**src/design/sbhr_pkg.sv**
```systemverilog
// Shared constants of the spectrum bar history renderer: widths, defaults, register map.
package sbhr_pkg;

	localparam int MATRIX_WIDTH_DEF  = 16;
	localparam int MATRIX_HEIGHT_DEF = 8;
	localparam int HISTORY_DEPTH_DEF = 16;

	localparam int BAND_INDEX_W  = 4;
	localparam int BAND_HEIGHT_W = 4;
	localparam int LED_INDEX_W   = 7;
	localparam int PIXEL_W       = 8;
	localparam int HIST_LEN_W    = 5;

	localparam int CFG_INDEX_W = 3;
	localparam int CFG_DATA_W  = 8;

	localparam logic [CFG_INDEX_W-1:0] REG_BRIGHTNESS     = 3'd0;
	localparam logic [CFG_INDEX_W-1:0] REG_HISTORY_LENGTH = 3'd1;
	localparam logic [CFG_INDEX_W-1:0] REG_LOW_HUE        = 3'd2;
	localparam logic [CFG_INDEX_W-1:0] REG_MID_HUE        = 3'd3;
	localparam logic [CFG_INDEX_W-1:0] REG_HIGH_HUE       = 3'd4;
	localparam logic [CFG_INDEX_W-1:0] REG_SATURATION     = 3'd5;

	localparam logic [PIXEL_W-1:0]    BRIGHTNESS_RST     = 8'd255;
	localparam logic [HIST_LEN_W-1:0] HISTORY_LENGTH_RST = 5'd4;
	localparam logic [PIXEL_W-1:0]    LOW_HUE_RST        = 8'd96;
	localparam logic [PIXEL_W-1:0]    MID_HUE_RST        = 8'd64;
	localparam logic [PIXEL_W-1:0]    HIGH_HUE_RST       = 8'd0;
	localparam logic [PIXEL_W-1:0]    SATURATION_RST     = 8'd255;

	// 0.9 in Q16: floor(b*9/10) == (b*58986) >> 16 for every 8-bit b
	localparam logic [15:0] NINE_TENTHS_Q16 = 16'd58986;

	// row bands of the hue
	localparam int LOW_ROW_LAST = 4;
	localparam int MID_ROW_LAST = 6;

endpackage

```
**src/design/sbhr_ifs.sv**
```systemverilog
// Valid/ready channel interfaces for band items and pixel results.
interface sbhr_band_if;
	logic                               valid;
	logic                               ready;
	logic [sbhr_pkg::BAND_INDEX_W-1:0]  band_index;
	logic [sbhr_pkg::BAND_HEIGHT_W-1:0] band_height;
	logic                               frame_end;

	modport source(output valid, band_index, band_height, frame_end, input ready);
	modport sink(input valid, band_index, band_height, frame_end, output ready);
endinterface

interface sbhr_pixel_if;
	logic                             valid;
	logic                             ready;
	logic [sbhr_pkg::LED_INDEX_W-1:0] led_index;
	logic [sbhr_pkg::PIXEL_W-1:0]     pixel_hue;
	logic [sbhr_pkg::PIXEL_W-1:0]     pixel_saturation;
	logic [sbhr_pkg::PIXEL_W-1:0]     pixel_brightness;
	logic                             column_done;

	modport source(output valid, led_index, pixel_hue, pixel_saturation, pixel_brightness,
		column_done, input ready);
	modport sink(input valid, led_index, pixel_hue, pixel_saturation, pixel_brightness,
		column_done, output ready);
endinterface

```
**src/design/spectrum_bar_history_renderer.sv**
```systemverilog
// Spectrum bar renderer with fading frame history for a serpentine LED matrix.
//
// Channels: band (sink) takes one spectrum band per transfer: column, bar height and a
// frame_end flag. pixel (source) gives MATRIX_HEIGHT HSV pixels per in-range band, bottom
// row first, with the serpentine chain position; column_done marks the top row.
// Configuration: write cfg_we with cfg_index/cfg_data while idle; no read-back.
// Sequence: one band at a time. A band that continues a frame takes its transfer, a
// write of its height into the newest history row, frames_held-1 history reads from the
// newest older frame back and a wait for the last read to come in, then MATRIX_HEIGHT
// pixels of output. The first band of a frame first zeroes the new history row, runs
// the shift-subtract divider for the fade step and scales it.
// Reset clears all control state and loads the register defaults; the history memory
// is not cleared, every row is zeroed when its frame opens.
// A stalled receiver holds the pixel register and stops output; the next band is taken
// once the last pixel of the column has moved into the output register.
module spectrum_bar_history_renderer #(
	parameter int MATRIX_WIDTH  = sbhr_pkg::MATRIX_WIDTH_DEF,
	parameter int MATRIX_HEIGHT = sbhr_pkg::MATRIX_HEIGHT_DEF,
	parameter int HISTORY_DEPTH = sbhr_pkg::HISTORY_DEPTH_DEF
) (
	input  logic                             clk,
	input  logic                             arst_n,
	input  logic                             cfg_we,
	input  logic [sbhr_pkg::CFG_INDEX_W-1:0] cfg_index,
	input  logic [sbhr_pkg::CFG_DATA_W-1:0]  cfg_data,
	sbhr_band_if.sink                        band,
	sbhr_pixel_if.source                     pixel
);

	localparam int CW    = $clog2(MATRIX_WIDTH);
	localparam int SW    = (HISTORY_DEPTH > 1) ? $clog2(HISTORY_DEPTH) : 1;
	localparam int FW    = $clog2(HISTORY_DEPTH + 1);
	localparam int RW    = $clog2(MATRIX_HEIGHT);
	localparam int HW    = sbhr_pkg::BAND_HEIGHT_W;
	localparam int PW    = sbhr_pkg::PIXEL_W;
	localparam int DEPTH = HISTORY_DEPTH * MATRIX_WIDTH;
	localparam int AW    = $clog2(DEPTH);

	localparam logic [2:0] ST_IDLE  = 3'd0;
	localparam logic [2:0] ST_CLEAR = 3'd1;
	localparam logic [2:0] ST_DIV   = 3'd2;
	localparam logic [2:0] ST_SCALE = 3'd3;
	localparam logic [2:0] ST_WRITE = 3'd4;
	localparam logic [2:0] ST_READ  = 3'd5;
	localparam logic [2:0] ST_EMIT  = 3'd6;

	// configuration registers
	logic [PW-1:0]                   brightness_q;
	logic [sbhr_pkg::HIST_LEN_W-1:0] history_length_q;
	logic [PW-1:0]                   low_hue_q;
	logic [PW-1:0]                   mid_hue_q;
	logic [PW-1:0]                   high_hue_q;
	logic [PW-1:0]                   saturation_q;

	// control state
	logic [2:0]    state_q;
	logic          frame_open_q;
	logic [SW-1:0] newest_slot_q;
	logic [FW-1:0] frames_q;
	logic [PW-1:0] step_q;
	logic [PW-1:0] top_bri_q;
	logic [CW-1:0] clr_col_q;
	logic [2:0]    div_cnt_q;
	logic [FW-1:0] rem_q;
	logic [PW-1:0] div_num_q;
	logic [SW-1:0] rd_slot_q;
	logic [FW-1:0] age_q;
	logic [PW-1:0] bri_tag_q;
	logic          rd_vld_s1;
	logic [RW-1:0] row_q;

	// band payload
	logic [sbhr_pkg::BAND_INDEX_W-1:0] col_q;
	logic [HW-1:0]                     h_q;
	logic                              col_ok_q;

	// history of older frames per row, row 0 at index 0
	logic          lit_old_q [MATRIX_HEIGHT];
	logic [PW-1:0] bri_old_q [MATRIX_HEIGHT];

	// history memory
	logic [HW-1:0] hist_mem [DEPTH];
	logic [HW-1:0] rd_data_s1;
	logic [PW-1:0] bri_s1;

	// output register
	logic                                 out_vld_q;
	logic [sbhr_pkg::LED_INDEX_W-1:0]     led_q;
	logic [PW-1:0]                        hue_q;
	logic [PW-1:0]                        sat_q;
	logic [PW-1:0]                        bri_q;
	logic                                 done_q;

	logic          accept;
	logic [CW-1:0] col_idx;
	logic [HW-1:0] h_clip;
	logic          band_col_ok;
	logic [7:0]    lim8;
	logic [7:0]    fs_inc8;
	logic [FW-1:0] fs_next;
	logic [SW-1:0] slot_next;
	logic [SW-1:0] rd_slot_prev;
	logic [23:0]   scaled_bri;
	logic [FW:0]   rem_sh;
	logic          rem_ge;
	logic          wr_en;
	logic [AW-1:0] wr_addr;
	logic [HW-1:0] wr_data;
	logic          rd_issue;
	logic [AW-1:0] rd_addr;
	logic          emit_load;
	logic          row_cur;
	logic          row_lit;
	logic [PW-1:0] row_hue;
	logic [PW-1:0] row_bri;
	logic [15:0]   led_full;

	function automatic logic [AW-1:0] mem_addr(input logic [SW-1:0] slot,
		input logic [CW-1:0] col);
		mem_addr = AW'(int'(slot) * MATRIX_WIDTH + int'(col));
	endfunction

	assign band.ready = (state_q == ST_IDLE);
	assign accept     = band.valid & band.ready;

	assign col_idx     = CW'(col_q);
	assign band_col_ok = int'(band.band_index) < MATRIX_WIDTH;
	assign h_clip      = (int'(band.band_height) > MATRIX_HEIGHT) ?
		HW'(MATRIX_HEIGHT) : band.band_height;

	// frames held at the next opening: one more than now, up to the history length (zero taken as one, capped at depth)
	always_comb begin
		if (history_length_q == '0) begin
			lim8 = 8'd1;
		end else if (int'(history_length_q) > HISTORY_DEPTH) begin
			lim8 = 8'(HISTORY_DEPTH);
		end else begin
			lim8 = 8'(history_length_q);
		end
		fs_inc8 = 8'(frames_q) + 8'd1;
		fs_next = (fs_inc8 > lim8) ? FW'(lim8) : FW'(fs_inc8);
	end

	assign slot_next    = (int'(newest_slot_q) == HISTORY_DEPTH - 1) ? '0 : newest_slot_q + 1'b1;
	assign rd_slot_prev = (rd_slot_q == '0) ? SW'(HISTORY_DEPTH - 1) : rd_slot_q - 1'b1;
	assign scaled_bri   = 24'(brightness_q) * 24'(sbhr_pkg::NINE_TENTHS_Q16);

	// one restoring division step: quotient bits shift into div_num_q from the right
	assign rem_sh = {rem_q, div_num_q[PW-1]};
	assign rem_ge = rem_sh >= {1'b0, frames_q};

	// memory access: clearing sweep and band write share the write port
	assign wr_en    = (state_q == ST_CLEAR) || (state_q == ST_WRITE);
	assign wr_addr  = mem_addr(newest_slot_q, (state_q == ST_CLEAR) ? clr_col_q : col_idx);
	assign wr_data  = (state_q == ST_CLEAR) ? '0 : h_q;
	assign rd_issue = (state_q == ST_READ) && (age_q < frames_q);
	assign rd_addr  = mem_addr(rd_slot_q, col_idx);

	always_ff @(posedge clk) begin
		if (wr_en) begin
			hist_mem[wr_addr] <= wr_data;
		end
		if (rd_issue) begin
			rd_data_s1 <= hist_mem[rd_addr];
			bri_s1     <= bri_tag_q;
		end
	end

	// pixel of the current row: current frame wins, else newest covering older frame
	assign emit_load = (state_q == ST_EMIT) && (!out_vld_q || pixel.ready);
	assign row_cur   = int'(row_q) < int'(h_q);
	assign row_lit   = row_cur || lit_old_q[0];
	assign row_bri   = row_cur ? brightness_q : bri_old_q[0];

	always_comb begin
		if (int'(row_q) > sbhr_pkg::MID_ROW_LAST) begin
			row_hue = high_hue_q;
		end else if (int'(row_q) > sbhr_pkg::LOW_ROW_LAST) begin
			row_hue = mid_hue_q;
		end else begin
			row_hue = low_hue_q;
		end
		// odd columns run upward, even columns downward
		if (col_idx[0]) begin
			led_full = 16'(MATRIX_HEIGHT * (MATRIX_WIDTH - 1 - int'(col_idx)) + int'(row_q));
		end else begin
			led_full = 16'(MATRIX_HEIGHT * (MATRIX_WIDTH - int'(col_idx)) - 1 - int'(row_q));
		end
	end

	// configuration writes; indexes beyond the map are dropped
	always_ff @(posedge clk or negedge arst_n) begin
		if (!arst_n) begin
			brightness_q     <= sbhr_pkg::BRIGHTNESS_RST;
			history_length_q <= sbhr_pkg::HISTORY_LENGTH_RST;
			low_hue_q        <= sbhr_pkg::LOW_HUE_RST;
			mid_hue_q        <= sbhr_pkg::MID_HUE_RST;
			high_hue_q       <= sbhr_pkg::HIGH_HUE_RST;
			saturation_q     <= sbhr_pkg::SATURATION_RST;
		end else if (cfg_we) begin
			unique case (cfg_index)
				sbhr_pkg::REG_BRIGHTNESS:     brightness_q     <= cfg_data;
				sbhr_pkg::REG_HISTORY_LENGTH: history_length_q <=
					cfg_data[sbhr_pkg::HIST_LEN_W-1:0];
				sbhr_pkg::REG_LOW_HUE:        low_hue_q        <= cfg_data;
				sbhr_pkg::REG_MID_HUE:        mid_hue_q        <= cfg_data;
				sbhr_pkg::REG_HIGH_HUE:       high_hue_q       <= cfg_data;
				sbhr_pkg::REG_SATURATION:     saturation_q     <= cfg_data;
				default: begin
				end
			endcase
		end
	end

	// band payload, taken on a transfer
	always_ff @(posedge clk) begin
		if (accept) begin
			col_q    <= band.band_index;
			h_q      <= h_clip;
			col_ok_q <= band_col_ok;
		end
	end

	// sequencer
	always_ff @(posedge clk or negedge arst_n) begin
		if (!arst_n) begin
			state_q       <= ST_IDLE;
			frame_open_q  <= 1'b0;
			newest_slot_q <= '0;
			frames_q      <= '0;
			step_q        <= '0;
			top_bri_q     <= '0;
			clr_col_q     <= '0;
			div_cnt_q     <= '0;
			rem_q         <= '0;
			div_num_q     <= '0;
			rd_slot_q     <= '0;
			age_q         <= '0;
			bri_tag_q     <= '0;
			rd_vld_s1     <= 1'b0;
			row_q         <= '0;
		end else begin
			rd_vld_s1 <= rd_issue;
			unique case (state_q)
				ST_IDLE: begin
					if (accept) begin
						frame_open_q <= !band.frame_end;
						if (!frame_open_q) begin
							// open a frame: advance the ring, latch count and fade source
							newest_slot_q <= slot_next;
							frames_q      <= fs_next;
							div_num_q     <= scaled_bri[23:16];
							clr_col_q     <= '0;
							state_q       <= ST_CLEAR;
						end else begin
							state_q <= band_col_ok ? ST_WRITE : ST_IDLE;
						end
					end
				end
				ST_CLEAR: begin
					clr_col_q <= clr_col_q + 1'b1;
					if (clr_col_q == CW'(MATRIX_WIDTH - 1)) begin
						div_cnt_q <= '0;
						rem_q     <= '0;
						state_q   <= ST_DIV;
					end
				end
				ST_DIV: begin
					rem_q     <= rem_ge ? FW'(rem_sh - {1'b0, frames_q}) : FW'(rem_sh);
					div_num_q <= {div_num_q[PW-2:0], rem_ge};
					div_cnt_q <= div_cnt_q + 1'b1;
					if (div_cnt_q == 3'd7) begin
						state_q <= ST_SCALE;
					end
				end
				ST_SCALE: begin
					step_q    <= div_num_q;
					top_bri_q <= PW'((frames_q - 1'b1) * div_num_q);
					state_q   <= col_ok_q ? ST_WRITE : ST_IDLE;
				end
				ST_WRITE: begin
					rd_slot_q <= (newest_slot_q == '0) ?
						SW'(HISTORY_DEPTH - 1) : newest_slot_q - 1'b1;
					age_q     <= FW'(1);
					bri_tag_q <= top_bri_q;
					state_q   <= ST_READ;
				end
				ST_READ: begin
					// walk from the newest older frame back; brightness drops a step per frame
					if (rd_issue) begin
						rd_slot_q <= rd_slot_prev;
						age_q     <= age_q + 1'b1;
						bri_tag_q <= bri_tag_q - step_q;
					end else if (!rd_vld_s1) begin
						row_q   <= '0;
						state_q <= ST_EMIT;
					end
				end
				ST_EMIT: begin
					if (emit_load) begin
						row_q <= row_q + 1'b1;
						if (row_q == RW'(MATRIX_HEIGHT - 1)) begin
							state_q <= ST_IDLE;
						end
					end
				end
				default: state_q <= ST_IDLE;
			endcase
		end
	end

	// per-row history lanes: first hit (newest frame) holds; shift down as rows go out
	always_ff @(posedge clk) begin
		for (int r = 0; r < MATRIX_HEIGHT; r++) begin
			if (state_q == ST_WRITE) begin
				lit_old_q[r] <= 1'b0;
			end else if (rd_vld_s1) begin
				if (!lit_old_q[r] && (int'(rd_data_s1) > r)) begin
					lit_old_q[r] <= 1'b1;
					bri_old_q[r] <= bri_s1;
				end
			end else if (emit_load) begin
				if (r == MATRIX_HEIGHT - 1) begin
					lit_old_q[r] <= 1'b0;
				end else begin
					lit_old_q[r] <= lit_old_q[r+1];
					bri_old_q[r] <= bri_old_q[r+1];
				end
			end
		end
	end

	// output register
	always_ff @(posedge clk or negedge arst_n) begin
		if (!arst_n) begin
			out_vld_q <= 1'b0;
		end else if (emit_load) begin
			out_vld_q <= 1'b1;
		end else if (pixel.ready) begin
			out_vld_q <= 1'b0;
		end
	end

	always_ff @(posedge clk) begin
		if (emit_load) begin
			led_q  <= led_full[sbhr_pkg::LED_INDEX_W-1:0];
			hue_q  <= row_lit ? row_hue : '0;
			sat_q  <= row_lit ? saturation_q : '0;
			bri_q  <= row_lit ? row_bri : '0;
			done_q <= (row_q == RW'(MATRIX_HEIGHT - 1));
		end
	end

	assign pixel.valid            = out_vld_q;
	assign pixel.led_index        = led_q;
	assign pixel.pixel_hue        = hue_q;
	assign pixel.pixel_saturation = sat_q;
	assign pixel.pixel_brightness = bri_q;
	assign pixel.column_done      = done_q;

endmodule
```
**src/flat_wrapper.sv**
```systemverilog
// flat-port wrapper written by rule: the top's interface ports become plain ports
module spectrum_bar_history_renderer_flat 
#(
	parameter int MATRIX_WIDTH  = sbhr_pkg::MATRIX_WIDTH_DEF,
	parameter int MATRIX_HEIGHT = sbhr_pkg::MATRIX_HEIGHT_DEF,
	parameter int HISTORY_DEPTH = sbhr_pkg::HISTORY_DEPTH_DEF
)
  (clk, arst_n, cfg_we, cfg_index, cfg_data, band_valid, band_band_index, band_band_height, band_frame_end, band_ready, pixel_valid, pixel_led_index, pixel_pixel_hue, pixel_pixel_saturation, pixel_pixel_brightness, pixel_column_done, pixel_ready);
  sbhr_band_if band_i ();
  sbhr_pixel_if pixel_i ();
  input  logic clk;
  input  logic arst_n;
  input  logic cfg_we;
  input  logic [sbhr_pkg::CFG_INDEX_W-1:0] cfg_index;
  input  logic [sbhr_pkg::CFG_DATA_W-1:0] cfg_data;
  input wire logic [$bits(band_i.valid)-1:0] band_valid;
  input wire logic [$bits(band_i.band_index)-1:0] band_band_index;
  input wire logic [$bits(band_i.band_height)-1:0] band_band_height;
  input wire logic [$bits(band_i.frame_end)-1:0] band_frame_end;
  output wire logic [$bits(band_i.ready)-1:0] band_ready;
  output wire logic [$bits(pixel_i.valid)-1:0] pixel_valid;
  output wire logic [$bits(pixel_i.led_index)-1:0] pixel_led_index;
  output wire logic [$bits(pixel_i.pixel_hue)-1:0] pixel_pixel_hue;
  output wire logic [$bits(pixel_i.pixel_saturation)-1:0] pixel_pixel_saturation;
  output wire logic [$bits(pixel_i.pixel_brightness)-1:0] pixel_pixel_brightness;
  output wire logic [$bits(pixel_i.column_done)-1:0] pixel_column_done;
  input wire logic [$bits(pixel_i.ready)-1:0] pixel_ready;
  assign band_i.valid = band_valid;
  assign band_i.band_index = band_band_index;
  assign band_i.band_height = band_band_height;
  assign band_i.frame_end = band_frame_end;
  assign band_ready = band_i.ready;
  assign pixel_valid = pixel_i.valid;
  assign pixel_led_index = pixel_i.led_index;
  assign pixel_pixel_hue = pixel_i.pixel_hue;
  assign pixel_pixel_saturation = pixel_i.pixel_saturation;
  assign pixel_pixel_brightness = pixel_i.pixel_brightness;
  assign pixel_column_done = pixel_i.column_done;
  assign pixel_i.ready = pixel_ready;
  spectrum_bar_history_renderer #(.MATRIX_WIDTH(MATRIX_WIDTH), .MATRIX_HEIGHT(MATRIX_HEIGHT), .HISTORY_DEPTH(HISTORY_DEPTH)) u_core (.clk(clk), .arst_n(arst_n), .cfg_we(cfg_we), .cfg_index(cfg_index), .cfg_data(cfg_data), .band(band_i), .pixel(pixel_i));
endmodule
```
**config.mk**
```make
export PLATFORM = sky130hd
export DESIGN_NAME = spectrum_bar_history_renderer_flat
export DESIGN_NICKNAME = d
export VERILOG_FILES = /design/src/design/sbhr_pkg.sv /design/src/design/sbhr_ifs.sv /design/src/design/spectrum_bar_history_renderer.sv /design/src/flat_wrapper.sv
export SDC_FILE = /design/constraint.sdc
export NUM_CORES = 1
export LEC_CHECK = 0
export BUFFER_PORTS_ARGS = -buffer_cell sky130_fd_sc_hd__buf_2
export CELL_PAD_IN_SITES_DETAIL_PLACEMENT = 0
export CELL_PAD_IN_SITES_GLOBAL_PLACEMENT = 1
export CORE_UTILIZATION = 45
export CTS_CLUSTER_SIZE = 25
export DETAILED_ROUTE_END_ITERATION = 10
export PLACE_DENSITY_LB_ADDON = 0.1
export SETUP_SLACK_MARGIN = 0.05
export SYNTH_ARGS = -nofsm -noshare
export SYNTH_HDL_FRONTEND = slang
export SYNTH_SLANG_ARGS = --single-unit
export TNS_END_PERCENT = 5
```
**constraint.sdc**
```tcl
create_clock -name clk -period 14.16 [get_ports clk]
set_input_delay 1.416 -clock clk [delete_from_list [all_inputs] [get_ports clk]]
set_output_delay 1.416 -clock clk [all_outputs]
set_load 0.005 [all_outputs]
```
# Word level (Yosys, flattened, before mapping)
# Memories as Yosys holds them, arrays and structs flattened. A register that Yosys moved wholly into a read port is not among the register bits.
# Index checks and enable logic that the tools add are counted.
[op_classes]
n_mux = 107
reduce_logical = 48
eq_ne = 24
order_cmp = 16
bitwise_logic = 25
mul = 2
add_sub_neg = 18
[ops]
columns = ["op", "n"]
rows = [
  ["$mux 8", 13],
  ["$mux 1", 58],
  ["$mux 3", 12],
  ["$mux 4", 8],
  ["$pmux 8 s2", 2],
  ["$mux 5", 6],
  ["$mul 8x15->23 const B", 1],
  ["$or 1x1->1", 23],
  ["$eq 3x3->1 const B", 7],
  ["$pmux 3 s7", 1],
  ["$pmux 5 s2", 2],
  ["$reduce_and 2->1", 9],
  ["$add 8x4->8", 2],
  ["$gt 4x3->1 const B", 4],
  ["$pmux 4 s2", 2],
  ["$eq 3x2->1 const B", 4],
  ["$ne 2x2->1 const B", 6],
  ["$pmux 3 s2", 2],
  ["$reduce_bool 2->1", 6],
  ["$logic_and 1x1->1", 10],
  ["$logic_not 1->1", 10],
  ["$reduce_and 3->1", 3],
  ["$add 4x1->4 const B", 2],
  ["$gt 4x1->1 const B", 2],
  ["other kinds (34)", 45],
]
[totals]
ramBits = 1096
regBits = 164
memories = 3
input_bits = 25
[memory_table]
columns = ["name", "words", "word_bits", "read_ports", "rd_ports_with_merged_regs", "write_ports", "line", "rtl"]
rows = [
  ["u_core.hist_mem", 256, 4, 1, 1, 1, "spectrum_bar_history_renderer.sv:82", "logic [HW-1:0] hist_mem [DEPTH];"],
  ["u_core.bri_old_q", 8, 8, 8, 0, 8, "spectrum_bar_history_renderer.sv:79", "logic [PW-1:0] bri_old_q [MATRIX_HEIGHT];"],
  ["u_core.lit_old_q", 8, 1, 8, 0, 8, "spectrum_bar_history_renderer.sv:78", "logic lit_old_q [MATRIX_HEIGHT];"],
]

# Depth between registers and ports, before layout
# Gate-level depths: netlist (run 1).
# An unclocked memory read counts as a cell.
[logic_depth]
ltp_word = 9
ltp_mapped = 20
mapped_depth_nobuf = 19

# Worst setup path before layout (run 1)
# Ideal clock, no wire load.
[synth_timing]
path_kind = "reg-to-reg"
startpoint = "register u_core.state_q[1]"
endpoint = "memory u_core.hist_mem[0][1] (netlist name), data pin"
required_time_ns = 12.771
stages_incl_launch_ff = 5
setup_slack_ns = 6.021
setup_time_ns = 1.389
arrival_time_ns = 6.750
n_path_buf = 2
period_less_slack_ns = 8.139
path_cell_list = "dfrtp_1 buf_2 nor3_2 buf_2 nor2_1"
[synth_between]
elab_chain_cells = 2
[synth_lines]
columns = ["element", "line", "rtl"]
rows = [
  ["start, declared", "spectrum_bar_history_renderer.sv:56", "logic [2:0] state_q;"],
  ["start signal, assigned", "spectrum_bar_history_renderer.sv:256", "state_q <= band_col_ok ? ST_WRITE : ST_IDLE;"],
  ["start signal, assigned", "spectrum_bar_history_renderer.sv:279", "state_q <= col_ok_q ? ST_WRITE : ST_IDLE;"],
  ["$eq 3x1->1", "spectrum_bar_history_renderer.sv:155", "assign wr_data = (state_q == ST_CLEAR) ? '0 : h_q;"],
  ["$mux 4", "spectrum_bar_history_renderer.sv:155", ""],
  ["named net u_core.wr_data[1]", "spectrum_bar_history_renderer.sv:108", "logic [HW-1:0] wr_data;"],
  ["end, declared", "spectrum_bar_history_renderer.sv:82", ""],
]
# The timed path passes the listed nets, and every way through them passes these cells.

# Worst setup path after layout (run 1)
[layout_timing]
startpoint = "register u_core.col_q, in the netlist u_core.col_idx[0]"
endpoint = "register u_core.rd_data_s1[2] (read register of u_core.hist_mem), data pin"
[layout_between]
elab_chain_cells = 1
[layout_lines]
columns = ["element", "line", "rtl"]
rows = [
  ["start, declared", "spectrum_bar_history_renderer.sv:73", "logic [sbhr_pkg::BAND_INDEX_W-1:0] col_q;"],
  ["start signal, assigned", "spectrum_bar_history_renderer.sv:218", "col_q <= band.band_index;"],
  ["$add 8x4->8", "spectrum_bar_history_renderer.sv:120", "mem_addr = AW'(int'(slot) * MATRIX_WIDTH + int'(col));"],
  ["end, declared", "spectrum_bar_history_renderer.sv:83", "logic [HW-1:0] rd_data_s1;"],
]
# Every way passes these cells.
# A chain may end at the register's enable or synchronous reset.

==> impl_metrics.csv, run 1 <==
group,metric,value,unit
status,status,"complete, no violations",
synth,synth_edf_count,1148,
timing,drv_slew,0,
synth,yosysMostFrequentCell,"edfxtp_1",
timing,fin_crit,5.41,ns
setup_path,path_class,"register to register",
finish,multi_input_area,15600,µm²
setup_path,worstPathRequired,14.63,ns
timing,slew_headroom,13.0,%
clock_tree,cts_buffers,138,
finish,drive_gt1_share,15.4,%
synth,async_flop_share,9.18,%
floorplan,die_w,350,µm
clock_tree,postCtsSetupBuffers,0,
grt,antenna_found_initial,2,
floorplan,boundaryPins,59,
finish,nets,3658,
floorplan,start_util,45.4,%
timing,whs,0.435,ns
synth,ys_seq_area_share,68.8,%
setup_path,cp-end-kind,"register",
route,wl_per_cell,26.5,µm
clock_tree,clk_path_buf_depth,3,
placed_design,place_ws,8.65,ns
route,ant_nets,0,
finish,antenna_cells,0,
setup_path,cp-start-kind,"register",
synth,ys_warn_count,0,
synth,synth_nets,3602,
synth,ys_top_cells_by_count,"1148 x edfxtp_1, 327 x nor2_1, 267 x mux2i_1",
route,drtPass1Iterations,6,
placed_design,hpwl,84400,µm
clock_tree,htreeDepth,4,
route,wl,138000,µm
timing,fin_crit_sh,38.2,%
grt,grt_pass1_wl,205000,µm
setup_path,path_cells,"buf_4 > buf_4 > buf_4 > mux2i_1 > o221ai_1 > a21oi_1 > nor3_1 > nor4_1 > a211o_1 > a31oi_1",
setup_path,cp_slowest_cell,"buf_4",
timing,setup_violations,0,
route,drc,0,
route,vias,30068,
floorplan,coreArea,120000,µm²
placed_design,io_buffers,58,
timing,fmax,0.185,GHz
min_path,worstHoldPathType,"register to register",
route,via_per_inst,5.78,
clock_tree,cts.clk_slew.worst_paths,0.06,ns
finish,fillerInstances,9920,
synth,synthTopCellsByArea,"edfxtp_1 63%, mux4_2 5.3%, mux2i_1 4.9%, dfrtp_1 4.4%, ha_1 2.8%",
floorplan,die_height,350,µm
finish,seq_area,37400,µm²
timing,skew,0.0232,ns
timing,hold_viol_final,0,
power_and_ir_drop,leakage,21.1,nW
placed_design,place_area,56200,µm²
setup_path,critical-path-max-stage-delay,1.02,ns
floorplan,die_area,122000,µm²
synth,syn_inst,3421,
grt,grt_pass1_vias,31083,
clock_tree,clock-sinks,1264,
timing,rsz0062_at_grt,"no",
run,drv_cap,0,
timing,fin_ws,8.75,ns
grt,grt_max_degree,211,
setup_path,critPathTopFamily,"buffers and inverters",
grt,overflow,0,
power_and_ir_drop,p_per_area,196,nW/µm²
setup_path,path_common_cell,"buf_4",
clock_tree,ctsResizeCount,0,
clock_tree,cts_root_buffer,"clkbuf_16",
finish,final_util,50.6,%
route,drt_iter0_drc,2501,
timing,worst_pin_slew,1.29,ns
finish,final_area,60700,µm²
synth,synth.top_cell.area_share,63.4,%
timing,setup_tns,0,ns
synth,ys.flop_type,"edfxtp_1",
clock_tree,cts_hold_buffers,0,
floorplan,row_count,127,
synth,ys_seq_elements,1264,
setup_path,cp_num_buf_inv,3,
setup_path,critPathMaxFanout,66,
placed_design,gp_congestion,0.808,
synth,syn_avg_cell_area,15.9,µm²
finish,area_delta_synth_final,11.6,%
setup_path,cp.arrival,5.88,ns
clock_tree,cts_tree,"done",
clock_tree,clock_latency,0.74,ns
grt,track_usage,22.8,%
synth,synth_area,54400,µm²
synth,ys_types,74,
power_and_ir_drop,ir_drop,0.138,mV
synth,yosys.area.top_type,"edfxtp_1",
[sequential cells by signal (all words and copies together) (netlist names), 5 cells and up]
name / flops
u_core.hist_mem: 1024
u_core.bri_old_q: 64
u_core.bri_s1: 8
u_core.bri_tag_q: 8
u_core.brightness_q: 8
u_core.div_num_q: 8
u_core.high_hue_q: 8
u_core.lit_old_q: 8
u_core.low_hue_q: 8
u_core.mid_hue_q: 8
u_core.pixel.pixel_brightness: 8
u_core.pixel.pixel_hue: 8
u_core.pixel.pixel_saturation: 8
u_core.saturation_q: 8
u_core.step_q: 8
u_core.top_bri_q: 8
u_core.pixel.led_index: 7
u_core.age_q: 5
u_core.frames_q: 5
u_core.history_length_q: 5
u_core.rem_q: 5
[worst register-to-register path, delay by kind of cell (launching register included)]
kind / cells / cell delay, ns
DFF: 1 / 0.32
AOI/OAI and AO/OA: 4 / 0.82
buffers and inverters: 3 / 2.66
and+or+nand+nor: 2 / 1.06
muxes: 1 / 0.30
[through the flow]
stage	std cells	total power, mW
2_1_floorplan	3421	7.31
3_3_place_gp	4949	8.36
3_5_place_dp	4949	8.42
4_1_cts	5200	12.0
5_1_grt	5200	12.5
6_report	5200	11.9
[path summary, 6_finish.rpt]
kind,from,to,slack [ns],cells after the start
max reg2reg,u_core.col_idx[0],u_core.rd_data_s1[2],8.75,10
max,u_core.col_idx[0],u_core.rd_data_s1[2],8.75,10
min reg2reg,u_core.bri_tag_q[0],u_core.bri_s1[0],0.43,0
min,u_core.bri_tag_q[0],u_core.bri_s1[0],0.43,0
min in group asynchronous,arst_n,u_core.pixel.valid,0.77,1
max in group asynchronous,arst_n,u_core.high_hue_q[5],12.01,2
[cells by family (layout without fill, tap and decap cells)]
family,after synthesis,after routing,synth area share (%)
AO/OA/AOI/OAI,524,524,6.84
XOR/XNOR,50,50,0.806
adder cells (fa/ha/maj),156,156,4.09
buffers and inverters,302,469,2.60
flip-flops,1264,1264,68.8
multiplexers,445,445,11.3
AND/OR/NAND/NOR,680,680,5.61
[cell type report]
type / instances / share of cell area (%)
clock buffer: 169 / 6.09
clock inverter: 82 / 1.36
inverter: 110 / 0.685
multi-input combinational: 1855 / 25.7
sequential: 1264 / 61.6
tap: 1612 / 3.32
timing repair buffer: 108 / 1.18
[power by group]
part / internal [mW] / switching (mW)
registers: 4.67 / 0.239
clock network: 2.12 / 1.46
logic: 1.22 / 2.17
total: 8.01 / 3.86
[cells in the final DEF (no fill, tap or decap), types with 23 or more instances in the layout]
master,synthesis,routed
xnor2_1,33,33
clkbuf_16,0,142
ha_1,120,120
dfrtp_1,96,96
nand2_1,121,115
clkinv_2,0,28
mux2_2,49,49
buf_2,30,57
fa_1,36,36
clkbuf_1,113,23
nand3_1,23,23
nor2b_1,40,40
nor3_1,83,81
o221ai_1,128,128
inv_1,109,108
nor2_1,327,324
o21ai_0,75,75
buf_4,17,47
a21o_1,69,69
a21oi_1,94,94
mux2i_1,267,267
o22ai_1,65,65
edfxtp_1,1148,1148
mux4_2,128,128
[per-layer routing]
| metal | up-vias | GRT usage (%) | part of all wire, % | wire (µm) |
|---|---|---|---|---|
| met5 | - | 0 | 0 | 0 |
| met2 | 873 | 38.7 | 50 | 69300 |
| li1 | 13429 | - | - | - |
| met1 | 15577 | 30.3 | 42 | 58500 |
| met4 | 0 | 7.22 | 2.7 | 3730 |
| met3 | 189 | 3.32 | 4.7 | 6490 |
(Power assumes the default switching activity.)
==> run 2, diff against run 1 <==
==> constraint.sdc (replaced) <==
create_clock -name clk -period 5.6 [get_ports clk]
set_input_delay 0.56 -clock clk [delete_from_list [all_inputs] [get_ports clk]]
set_output_delay 0.56 -clock clk [all_outputs]
set_load 0.005 [all_outputs]
==> impl_metrics.csv, run 2 (same netlist as run 1, synthesis figures left out) <==
group,metric,value,unit
status,status,"complete, no violations",
setup_path,critPathTopFamily,"adder cells",
grt,overflow,0,
grt,grt_max_degree,177,
clock_tree,ctsResizeCount,0,
clock_tree,htreeDepth,4,
timing,fin_crit_sh,85.2,%
timing,slew_headroom,17.9,%
floorplan,die_w,350,µm
finish,final_common_cell,"edfxtp_1",
route,ant_nets,0,
timing,hold_viol_final,0,
floorplan,coreArea,120000,µm²
grt,antenna_found_initial,2,
setup_path,path_common_cell,"inv_1",
power_and_ir_drop,leakage,21.2,nW
floorplan,die_height,350,µm
run,drv_cap,0,
clock_tree,clk_path_buf_depth,3,
route,met1Wirelength,57700,µm
route,vias,29893,
route,drtPass1Iterations,5,
route,drt_iter0_drc,2185,
setup_path,cp-end-kind,"register",
finish,reg_top3,"u_core.hist_mem: 1024 flops, u_core.bri_old_q: 64 flops",
power_and_ir_drop,p_int,20.5,mW
clock_tree,cts_root_buffer,"clkbuf_16",
finish,final_util,50.9,%
setup_path,r2r-start,"u_core.brightness_q[6]",
setup_path,path_cells,"inv_1 > ha_1 > fa_1 > inv_1 > fa_1 > inv_1 > fa_1 > inv_1 > ha_1 > or4_4 > a211oi_4 > a311oi_4 > a41oi_4 > a21boi_2 > mux2_4 > o21ai_2",
route,highest_layer,"met4",
floorplan,row_count,127,
power_and_ir_drop,power_frac_comb,28.7,%
grt,grt_pass1_wl,202000,µm
setup_path,path_class,"register to register",
clock_tree,clock_latency,0.75,ns
clock_tree,cts_buffers,138,
timing,skew,0.0250,ns
min_path,hold_depth,3,
floorplan,die_area,122000,µm²
finish,antenna_cells,0,
setup_path,reg2reg_to,"u_core.div_num_q[6]",
min_path,worstHoldPathType,"input port to register",
placed_design,io_buffers,58,
power_and_ir_drop,ir_drop,0.349,mV
grt,grt_pass1_vias,30918,
timing,setup_violations,0,
setup_path,critical-path-max-stage-delay,0.65,ns
grt,track_usage,22.4,%
setup_path,critPathMaxFanout,8,
setup_path,cp_slowest_cell,"dfstp_2",
setup_path,rrSetupSlack,0.83,ns
finish,layout_common_cells,"1148 x edfxtp_1, 324 x nor2_1, 267 x mux2i_1",
finish,drive_gt1_share,15.3,%
timing,drv_slew,0,
timing,rsz0062_at_grt,"no",
power_and_ir_drop,switching_share,32.3,%
route,drc,0,
clock_tree,postCtsSetupBuffers,0,
clock_tree,clock-sinks,1264,
timing,fmax,0.210,GHz
clock_tree,cts.clk_slew.worst_paths,0.06,ns
setup_path,worstPathRequired,6.26,ns
finish,area_delta_synth_final,12.3,%
power_and_ir_drop,seqPwrFrac,40.9,%
placed_design,gp_congestion,0.848,
floorplan,start_util,45.4,%
power_and_ir_drop,power_frac_clock,30.5,%
timing,setup_tns,0,ns
timing,worst_pin_slew,1.23,ns
floorplan,boundaryPins,59,
timing,fin_crit,4.77,ns
setup_path,cp-start-kind,"register",
min_path,min_to,"u_core.brightness_q[5]",
timing,whs,0.0944,ns
placed_design,hpwl,84200,µm
route,route.met3.wl,6160,µm
setup_path,cp_num_buf_inv,4,
power_and_ir_drop,p_per_area,496,nW/µm²
setup_path,cp.arrival,5.43,ns
route,wl_per_cell,25.9,µm
finish,top_register,"u_core.hist_mem",
route,wl,135000,µm
finish,nets,3678,
route,via_per_inst,5.73,
route,wl_met2,67500,µm
clock_tree,cts_tree,"done",
finish,largest_register_ffs,1024,
power_and_ir_drop,p_sw,9.77,mW
clock_tree,cts_hold_buffers,6,
min_path,hold_start,"cfg_data[5]",
setup_path,r2r_cells,16,
-- run 2: cell types whose count changed in the layout (fill, tap and decap cells not counted), sizes merged --
cell	delta
clkinv	-11
bufinv	+3
clkbuf	+14
buf	+14
dlygate4sd3	+6
inv	-2
clkinvlp	-4
-- run 2: layer usage --
layer / vias to the layer above / track usage, %
met5: - / 0
met4: 0 / 7.13
met3: 223 / 3.50
met2: 796 / 37.6
met1: 15416 / 29.9
li1: 13458 / -
-- run 2: power by group through the flow --
stage	clock network, mW	logic (mW)	registers, mW
after floorplan	0	6.05	12.4
after global placement	0	8.63	12.5
after detailed placement	0	8.76	12.6
after CTS	9.43	8.80	12.4
after global routing	9.75	9.61	12.4
final	9.22	8.67	12.4
-- run 2: cell type report --
cell class	instances	area, µm²
tap	1612	2020
fill	9974	58800
clock inverter	68	823
multi-input combinational	1855	15600
sequential	1264	37400
timing repair buffer	128	981
inverter	110	415
clock buffer	183	3780
-- run 2: worst register-to-register path, delay by kind of cell (launching register included) --
family,cells,cell delay [ns]
AO/OA/AOI/OAI,5,1.00
adder cells (fa/ha/maj),5,1.96
multiplexers,1,0.31
AND/OR/NAND/NOR,1,0.50
flip-flops,1,0.65
buffers and inverters,4,0.26
-- run 2: how the worst max path moves through the flow --
stage	from	end	slack, ns	depth (start not counted)
after floorplan	u_core.state_q[1]	u_core.hist_mem[0][1]	-2.54	4
after CTS	u_core.brightness_q[6]	u_core.div_num_q[6]	0.81	16
after detailed placement	u_core.brightness_q[6]	u_core.div_num_q[6]	0.85	16
after global routing	u_core.brightness_q[6]	u_core.div_num_q[6]	0.65	16
final	u_core.brightness_q[6]	u_core.div_num_q[6]	0.83	16
after global placement	u_core.brightness_q[6]	u_core.div_num_q[6]	0.88	16
-- run 2: through the flow --
stage	total power, mW	cell area (µm²)	instances	setup slack, ns
2_1_floorplan	18.5	54400	3421	-2.54
3_3_place_gp	21.2	56400	4962	0.883
3_5_place_dp	21.3	56400	4962	0.849
4_1_cts	30.6	61000	5219	0.812
5_1_grt	31.8	61000	5220	0.650
6_report	30.3	61000	5220	0.831
